## src/sv/jcct_pkg.sv

```systemverilog
// ----------------------------------------------------------------------------
// JSON lexer transition package
// State, character class and action codes, the result struct and the table
// for the letter-by-letter word states.
// ----------------------------------------------------------------------------
package jcct_pkg;

  typedef enum logic [4:0] {
    ST_START  = 5'd0,
    ST_VALUE  = 5'd1,
    ST_ENDVAL = 5'd2,
    ST_KEY    = 5'd3,
    ST_STRING = 5'd4,
    ST_INT    = 5'd5,
    ST_FRAC   = 5'd6,
    ST_EXPBEG = 5'd7,
    ST_EXPDIG = 5'd8,
    ST_T1     = 5'd9,
    ST_T2     = 5'd10,
    ST_T3     = 5'd11,
    ST_N1     = 5'd12,
    ST_N2     = 5'd13,
    ST_N3     = 5'd14,
    ST_F1     = 5'd15,
    ST_F2     = 5'd16,
    ST_F3     = 5'd17,
    ST_F4     = 5'd18,
    ST_A1     = 5'd19,
    ST_A2     = 5'd20,
    ST_A3     = 5'd21,
    ST_A4     = 5'd22,
    ST_A5     = 5'd23,
    ST_MATRIX = 5'd24,
    ST_ERROR  = 5'd25
  } state_e;

  typedef enum logic [4:0] {
    CL_SPACE  = 5'd0,
    CL_WHITE  = 5'd1,
    CL_LBRACE = 5'd2,
    CL_RBRACE = 5'd3,
    CL_LBRACK = 5'd4,
    CL_RBRACK = 5'd5,
    CL_LPAREN = 5'd6,
    CL_RPAREN = 5'd7,
    CL_COLON  = 5'd8,
    CL_COMMA  = 5'd9,
    CL_DQUOTE = 5'd10,
    CL_PLUS   = 5'd11,
    CL_MINUS  = 5'd12,
    CL_DOT    = 5'd13,
    CL_ZERO   = 5'd14,
    CL_DIGIT  = 5'd15,
    CL_A      = 5'd16,
    CL_E      = 5'd17,
    CL_F      = 5'd18,
    CL_L      = 5'd19,
    CL_N      = 5'd20,
    CL_R      = 5'd21,
    CL_S      = 5'd22,
    CL_T      = 5'd23,
    CL_U      = 5'd24,
    CL_Y      = 5'd25,
    CL_BIGE   = 5'd26,
    CL_EOF    = 5'd27,
    CL_OTHER  = 5'd28
  } class_e;

  typedef enum logic [4:0] {
    AC_CONSUME = 5'd0,
    AC_RCHAR   = 5'd1,
    AC_BOBJ    = 5'd2,
    AC_BARR    = 5'd3,
    AC_EOBJ    = 5'd4,
    AC_EARR    = 5'd5,
    AC_NEXT    = 5'd6,
    AC_RKEY    = 5'd7,
    AC_EFILE   = 5'd8,
    AC_RSTR    = 5'd9,
    AC_RINT    = 5'd10,
    AC_RFLT    = 5'd11,
    AC_RNULL   = 5'd12,
    AC_RFALSE  = 5'd13,
    AC_RTRUE   = 5'd14,
    AC_BMAT    = 5'd15,
    AC_EMAT    = 5'd16,
    AC_ABORT   = 5'd17
  } action_e;

  typedef struct packed {
    state_e  next_state;
    action_e first_action;
    action_e second_action;
    logic    has_second;
  } trans_t;

  typedef struct packed {
    class_e  expect_class;
    state_e  match_state;
    action_e match_action;
  } word_t;

  localparam int unsigned WordCount = 15;

  // Indexed by state minus ST_T1.
  localparam word_t WORD_TAB [WordCount] = '{
    '{CL_R,      ST_T2,     AC_CONSUME},
    '{CL_U,      ST_T3,     AC_CONSUME},
    '{CL_E,      ST_ENDVAL, AC_RTRUE},
    '{CL_U,      ST_N2,     AC_CONSUME},
    '{CL_L,      ST_N3,     AC_CONSUME},
    '{CL_L,      ST_ENDVAL, AC_RNULL},
    '{CL_A,      ST_F2,     AC_CONSUME},
    '{CL_L,      ST_F3,     AC_CONSUME},
    '{CL_S,      ST_F4,     AC_CONSUME},
    '{CL_E,      ST_ENDVAL, AC_RFALSE},
    '{CL_R,      ST_A2,     AC_CONSUME},
    '{CL_R,      ST_A3,     AC_CONSUME},
    '{CL_A,      ST_A4,     AC_CONSUME},
    '{CL_Y,      ST_A5,     AC_CONSUME},
    '{CL_LPAREN, ST_MATRIX, AC_CONSUME}
  };

endpackage

```

## src/sv/jcct_decode.sv

```systemverilog
// ----------------------------------------------------------------------------
// JSON lexer transition decode
// Combinational next-state and action decode for one state and one class.
// ----------------------------------------------------------------------------
module jcct_decode import jcct_pkg::*; (
  input  state_e     state_i,
  input  logic [4:0] char_class_i,
  output trans_t     trans_o
);

  class_e     cls;
  logic       ws;
  logic       digit;
  logic       num_start;
  logic [3:0] word_off;
  word_t      word;

  function automatic trans_t go1(state_e s, action_e a);
    trans_t t;
    t.next_state    = s;
    t.first_action  = a;
    t.second_action = AC_CONSUME;
    t.has_second    = 1'b0;
    return t;
  endfunction

  function automatic trans_t go2(state_e s, action_e a, action_e b);
    trans_t t;
    t.next_state    = s;
    t.first_action  = a;
    t.second_action = b;
    t.has_second    = 1'b1;
    return t;
  endfunction

  // Common ending of a number: record it, then close or move on.
  function automatic trans_t num_end(class_e c, action_e rec);
    trans_t t;
    t = go1(ST_ERROR, AC_ABORT);
    if (c == CL_RBRACE) t = go2(ST_ENDVAL, rec, AC_EOBJ);
    else if (c == CL_RBRACK) t = go2(ST_ENDVAL, rec, AC_EARR);
    else if (c == CL_COMMA) t = go2(ST_VALUE, rec, AC_NEXT);
    return t;
  endfunction

  assign cls       = (char_class_i > 5'(CL_OTHER)) ? CL_OTHER : class_e'(char_class_i);
  assign ws        = (cls == CL_SPACE) || (cls == CL_WHITE);
  assign digit     = (cls == CL_ZERO) || (cls == CL_DIGIT);
  assign num_start = digit || (cls == CL_MINUS) || (cls == CL_PLUS);
  assign word_off  = 4'(5'(state_i) - 5'(ST_T1));
  assign word      = WORD_TAB[word_off];

  always_comb begin
    trans_o = go1(ST_ERROR, AC_ABORT);
    case (state_i)
      ST_START: begin
        if (ws) trans_o = go1(ST_START, AC_CONSUME);
        else if (cls == CL_LBRACE) trans_o = go1(ST_KEY, AC_BOBJ);
        else if (cls == CL_LBRACK) trans_o = go1(ST_VALUE, AC_BARR);
      end
      ST_VALUE: begin
        if (ws) trans_o = go1(ST_VALUE, AC_CONSUME);
        else if (cls == CL_LBRACE) trans_o = go1(ST_KEY, AC_BOBJ);
        else if (cls == CL_LBRACK) trans_o = go1(ST_VALUE, AC_BARR);
        else if (cls == CL_DQUOTE) trans_o = go1(ST_STRING, AC_CONSUME);
        else if (cls == CL_A) trans_o = go1(ST_A1, AC_CONSUME);
        else if (num_start) trans_o = go1(ST_INT, AC_RCHAR);
        else if (cls == CL_DOT) trans_o = go1(ST_FRAC, AC_RCHAR);
        else if (cls == CL_T) trans_o = go1(ST_T1, AC_CONSUME);
        else if (cls == CL_F) trans_o = go1(ST_F1, AC_CONSUME);
        else if (cls == CL_N) trans_o = go1(ST_N1, AC_CONSUME);
        else if (cls == CL_RBRACK) trans_o = go1(ST_ENDVAL, AC_EARR);
      end
      ST_ENDVAL: begin
        if (ws) trans_o = go1(ST_ENDVAL, AC_CONSUME);
        else if (cls == CL_RBRACE) trans_o = go1(ST_ENDVAL, AC_EOBJ);
        else if (cls == CL_RBRACK) trans_o = go1(ST_ENDVAL, AC_EARR);
        else if (cls == CL_COMMA) trans_o = go1(ST_VALUE, AC_NEXT);
        else if (cls == CL_COLON) trans_o = go1(ST_VALUE, AC_RKEY);
        else if (cls == CL_EOF) trans_o = go1(ST_ENDVAL, AC_EFILE);
      end
      ST_KEY: begin
        if (ws) trans_o = go1(ST_KEY, AC_CONSUME);
        else if (cls == CL_DQUOTE) trans_o = go1(ST_STRING, AC_CONSUME);
      end
      ST_STRING: begin
        if (cls == CL_DQUOTE) trans_o = go1(ST_ENDVAL, AC_RSTR);
        else trans_o = go1(ST_STRING, AC_RCHAR);
      end
      ST_INT: begin
        if (digit) trans_o = go1(ST_INT, AC_RCHAR);
        else if (cls == CL_DOT) trans_o = go1(ST_FRAC, AC_RCHAR);
        else if (cls == CL_E || cls == CL_BIGE) trans_o = go1(ST_EXPBEG, AC_RCHAR);
        else trans_o = num_end(cls, AC_RINT);
      end
      ST_FRAC: begin
        if (digit) trans_o = go1(ST_FRAC, AC_RCHAR);
        else if (cls == CL_E || cls == CL_BIGE) trans_o = go1(ST_EXPBEG, AC_RCHAR);
        else trans_o = num_end(cls, AC_RFLT);
      end
      ST_EXPBEG: begin
        if (num_start) trans_o = go1(ST_EXPDIG, AC_RCHAR);
      end
      ST_EXPDIG: begin
        if (digit) trans_o = go1(ST_EXPDIG, AC_RCHAR);
        else trans_o = num_end(cls, AC_RFLT);
      end
      ST_MATRIX: begin
        if (cls == CL_RPAREN) trans_o = go1(ST_ENDVAL, AC_EMAT);
        else trans_o = go1(ST_MATRIX, AC_CONSUME);
      end
      ST_T1, ST_T2, ST_T3, ST_N1, ST_N2, ST_N3, ST_F1, ST_F2, ST_F3, ST_F4,
      ST_A1, ST_A2, ST_A3, ST_A4, ST_A5: begin
        // Spelled words advance one letter at a time; "array(" opens a matrix.
        if (cls == word.expect_class) begin
          if (state_i == ST_A5) trans_o = go2(word.match_state, word.match_action, AC_BMAT);
          else trans_o = go1(word.match_state, word.match_action);
        end
      end
      default: begin
        trans_o = go1(ST_ERROR, AC_ABORT);
      end
    endcase
  end

endmodule

```

## src/sv/json_char_class_transition_unit.sv

```systemverilog
// ----------------------------------------------------------------------------
// JSON character class transition unit
// Keeps the lexer state and turns each classified character into the next
// state and one or two actions.
//
//   channel | valid      | stall       | payload
//   --------+------------+-------------+------------------------------------
//   in      | in_valid_i | in_stall_o  | char_class_i
//   out     | out_valid_o| out_stall_i | next_state_o, first_action_o,
//           |            |             | second_action_o, has_second_o
//
// One item per cycle while the output is not stalled; each result is registered after the decode.
// The rate is set by the single decode between the input and result registers.
// Reset puts the lexer in the start state and empties both registers.
// A stall on the output holds the result; the input stalls only when the
// input register is full and cannot move on.
// ----------------------------------------------------------------------------
module json_char_class_transition_unit import jcct_pkg::*; (
  input  logic       clk_i,
  input  logic       rst_ni,
  input  logic       in_valid_i,
  output logic       in_stall_o,
  input  logic [4:0] char_class_i,
  output logic       out_valid_o,
  input  logic       out_stall_i,
  output logic [4:0] next_state_o,
  output logic [4:0] first_action_o,
  output logic [4:0] second_action_o,
  output logic       has_second_o
);

  logic       in_v_q;
  logic [4:0] cls_q;
  logic       out_v_q;
  trans_t     res_q;
  state_e     state_q;
  trans_t     trans;
  logic       advance;
  logic       in_take;

  jcct_decode u_decode (
    .state_i      (state_q),
    .char_class_i (cls_q),
    .trans_o      (trans)
  );

  assign advance    = in_v_q && (!out_v_q || !out_stall_i);
  assign in_stall_o = in_v_q && !advance;
  assign in_take    = in_valid_i && !in_stall_o;

  always_ff @(posedge clk_i or negedge rst_ni) begin
    if (!rst_ni) begin
      in_v_q  <= 1'b0;
      out_v_q <= 1'b0;
      state_q <= ST_START;
    end else begin
      if (in_take) in_v_q <= 1'b1;
      else if (advance) in_v_q <= 1'b0;
      if (advance) begin
        out_v_q <= 1'b1;
        state_q <= trans.next_state;
      end else if (!out_stall_i) begin
        out_v_q <= 1'b0;
      end
    end
  end

  always_ff @(posedge clk_i) begin
    if (in_take) cls_q <= char_class_i;
    if (advance) res_q <= trans;
  end

  assign out_valid_o     = out_v_q;
  assign next_state_o    = 5'(res_q.next_state);
  assign first_action_o  = 5'(res_q.first_action);
  assign second_action_o = 5'(res_q.second_action);
  assign has_second_o    = res_q.has_second;

endmodule

```

## config.mk

```make
export PLATFORM = sky130hd
export DESIGN_NAME = json_char_class_transition_unit
export DESIGN_NICKNAME = d
export VERILOG_FILES = /design/src/sv/jcct_pkg.sv /design/src/sv/jcct_decode.sv /design/src/sv/json_char_class_transition_unit.sv
export SDC_FILE = /design/constraint.sdc
export NUM_CORES = 1
export LEC_CHECK = 0
export BUFFER_PORTS_ARGS = -buffer_cell sky130_fd_sc_hd__buf_2
export CORE_MARGIN = 8
export CORE_UTILIZATION = 35
export CTS_BUF_LIST = sky130_fd_sc_hd__clkbuf_4 sky130_fd_sc_hd__clkbuf_8 sky130_fd_sc_hd__clkbuf_16
export DETAILED_ROUTE_END_ITERATION = 10
export HOLD_SLACK_MARGIN = 0.12
export RECOVER_POWER = 25
export SKIP_CTS_REPAIR_TIMING = 1
export SKIP_LAST_GASP = 1
export SYNTH_ARGS = -nofsm -noshare
export SYNTH_HDL_FRONTEND = slang
export SYNTH_HIERARCHICAL = 1
export SYNTH_SLANG_ARGS = --single-unit
```

## constraint.sdc

```tcl
create_clock -name clk_i -period 3.9 [get_ports clk_i]
set_input_delay 0.195 -clock clk_i [delete_from_list [all_inputs] [get_ports clk_i]]
set_output_delay 0.195 -clock clk_i [all_outputs]
set_load 0.01 [all_outputs]
```

==> results by group <==
Global route
  • Vias in the first global route: 2,437
  • GRT Overall Usage: 13.9%
  • Total gr overflow: 0
  • First-pass GRT wire length: 12.6 mm
  • Largest net degree at the start of global routing: 22
  • Antenna violations before repair: 0

Power and ir drop
  • Max IR drop VDD: 240 uV
  • Pwr dens: 580 nW/um^2
  • P_leak: 1.13 nW

Placement
  • PortBufs: 26
  • Area after DPL: 2880 um^2
  • Routability cong.: 0.955
  • Hpwl dp: 5.94 mm

Worst setup path
  • CP delay by family, top: compound AO/OA/AOI/OAI gates
  • CP arrival: 3720 ps
  • CP Buf/Inv Count: 2
  • Number of cells on the critical path: 12
  • Crit-path max FO: 13
  • Critical path, cell by cell: inv_1 -> ha_1 -> xnor2_2 -> inv_1 -> ha_1 -> xor2_1 -> nand2_1 -> o32a_1 -> nand2b_1 -> a21o_1 -> o31ai_1 -> mux2_2
  • Crit-path slowest cell: dfrtp_1
  • Worst EP required: 4120 ps
  • R2R depth: 12
  • Critical path's largest stage delay: 570 ps
  • CP Class: reg2reg
  • Type of element capturing the critical path: flop
  • Startpoint Class: flop

Floorplan
  • Total core area: 7570 um^2
  • Die area: 10,700 um^2
  • Die Span Y: 104 um
  • Io pins: 27
  • Die W: 104 um
  • Row count: 32
  • Initial Util: 35.4%

Clock network
  • TritonCTS clock tree: done
  • Clock transition at path regs: 100 ps
  • CTS Root Cell: clkbuf_8
  • Clock Latency Late Sink: 270 ps
  • Clock Path Buffers: 2
  • Number of H-tree levels: 1
  • Clock sink count: 28
  • Clock buffer count from CTS: 3

Synthesis
  • Prevailing post-synth register cell: edfxtp_1
  • Mapped Area: 2680 um^2
  • Post-synth cell types: 71
  • Sequential fraction of the synthesis area: 30.0%
  • Mapped Nets: 343
  • Post-synth EDFFs: 21
  • Post-Synthesis Cells: 325
  • Fraction of registers with async set or reset after synthesis: 25.0%
  • Synthesized flop and latch total: 28
  • Post-Syn Area per Cell: 8.25 um^2
  • Synthesis Warnings: 6

STA
  • Worst Skew: 5.93 ps
  • RSZ-0062 raised after global routing: false
  • Period Utilization, post-route: 89.6%
  • Max_slew headroom: 52.7%
  • Worst Tran Pin Value: 707 ps
  • Pins Over Slew Limit: 0
  • Shortest period the worst path allows: 3500 ps
  • Highest Clock Rate: 286 MHz
  • Final count of hold timing violations: 0
  • Setup TNS: 0 ps
  • Final setup vio count: 0

Outcome
  • Status: finished, final reports clean

Route
  • Vias: 2,656
  • DRT Pass-1 Iters: 5
  • WL per Instance: 17.4 um
  • Post-route ant nets: 0
  • Total Wirelength: 7.82 mm
  • Vias/cell: 5.92
  • 1st-iter DRT viols: 285
  • DRC viols: 0

Hold path
  • Worst hold path class: in2reg
  • Worst Hold Path Cells: 2

Cells and area
  • Area delta synth->final: 12.1%
  • Layout cells sized above 1: 15.0%
  • Nets: 366
  • Ant diodes: 0
  • Design Area, Final: 3010 um^2

Flow run
  • Number of maximum-capacitance violations: 0
## flip-flops by register name (all words and copies together), names as in the netlist
name	cells
cls_q	5
first_action_o	5
has_second_o	1
in_v_q	1
next_state_o	5
out_valid_o	1
second_action_o	5
state_q	5
## metrics by stage
| step | power (mW) | cells | hold WS (ps) | util [%] | setup slack [ps] |
|---|---|---|---|---|---|
| floorplan | 1.25 | 325 | -101 | - | 1000 |
| global placement | 1.49 | 439 | 40.1 | 38.1 | 635 |
| detailed placement | 1.49 | 439 | 38.0 | 38.1 | 492 |
| CTS | 1.72 | 443 | -266 | 39.0 | 452 |
| global route | 1.86 | 449 | 145 | 39.7 | 101 |
| finish | 1.74 | 449 | 127 | 39.7 | 405 |
## layout make-up
| type | count | area, um^2 |
|---|---|---|
| inverter | 15 | 56.3 |
| fill | 763 | 4560 |
| tap | 102 | 128 |
| clock inverter | 1 | 30.0 |
| multi-input combinational | 259 | 1690 |
| timing repair buffer | 41 | 251 |
| clock buffer | 3 | 41.3 |
| sequential | 28 | 806 |
## metal layers
metal | GRT usage [%] | vias up | share of wire (%) | routed length, um
met1 | 18.5 | 1214 | 45 | 3490
met2 | 21.4 | 153 | 44 | 3430
li1 | - | 1264 | - | -
met4 | 6.40 | 0 | 3.6 | 284
met5 | 0 | - | 0 | 0
met3 | 2.23 | 25 | 7.9 | 614
## path summary, 6_finish.rpt
| kind | from | end | slack, ps |
|---|---|---|---|
| min reg2reg | in_v_q$_DFFE_PN0P_ | out_valid_o$_DFFE_PN0P_ | 500 |
| max in group asynchronous | rst_ni | state_q[2]$_DFFE_PN0P_ | 3290 |
| max reg2reg | state_q[0]$_DFFE_PN0P_ | state_q[1]$_DFFE_PN0P_ | 400 |
| min | in_valid_i | in_v_q$_DFFE_PN0P_ | 130 |
| max | state_q[0]$_DFFE_PN0P_ | state_q[1]$_DFFE_PN0P_ | 400 |
| min in group asynchronous | rst_ni | state_q[3]$_DFFE_PN0P_ | 330 |
## Yosys cell counts, drive strengths merged (3+ instances only)
cell type	number	area share [%]
a2111oi	5	1.7
a211oi	4	1.1
a21boi	3	1.3
a21o	3	0.89
a21oi	23	4.3
a31oi	9	2.1
and2	8	2.0
buf	18	4.0
clkbuf	5	0.70
dfrtp	7	6.5
edfxtp	21	24
ha	9	4.2
inv	14	2.0
mux2	5	2.1
mux2i	3	1.1
nand2	34	4.8
nand2b	7	1.6
nand3	9	1.7
nand4	3	0.70
nor2	22	3.1
nor2b	6	1.4
nor3	7	1.3
nor4	4	1.2
o211ai	3	0.84
o21ai	21	3.9
o22ai	10	2.3
o31ai	6	2.2
or2	5	1.2
xnor2	7	2.6
xor2	4	1.3
## logic make-up after synthesis
group	after synthesis	synth area share [%]
adders and majority gates	9	4.20
muxes	8	3.22
other	1	0.140
DFF	28	30.0
xor gates and xnor gates	11	3.87
buffers and inverters	38	6.81
AOI/OAI and AO/OA	114	29.8
and+or+nand+nor	116	22.0
## where the power goes
| part | switching, mW | internal (mW) |
|---|---|---|
| registers | 0.0857 | 0.397 |
| clock network | 0.0933 | 0.137 |
| logic | 0.612 | 0.417 |
| total | 0.791 | 0.952 |
## cells in the final DEF, fill, tap and decap left out, types with 5 or more instances in the layout
cell	count
nand2_1	34
nor3_1	7
buf_2	21
a31oi_1	9
and2_1	7
dlygate4sd3_1	6
o22ai_1	10
o31ai_1	5
ha_1	9
o21ai_0	20
a21oi_1	23
nor2b_1	6
nand2b_1	7
edfxtp_1	21
buf_4	9
nand3_1	9
mux2_2	5
xnor2_1	6
inv_1	12
nor2_1	22
dfrtp_1	7
clkbuf_1	5
## worst register-to-register path, cell delays in order, from the launching register on
cell and delay [ps]:
dfrtp_1 570, inv_1 190, ha_1 400, xnor2_2 450
inv_1 170, ha_1 240, xor2_1 140, nand2_1 80
o32a_1 160, nand2b_1 150, a21o_1 310, o31ai_1 370
mux2_2 210
Power figures use the tool's default switching activity.
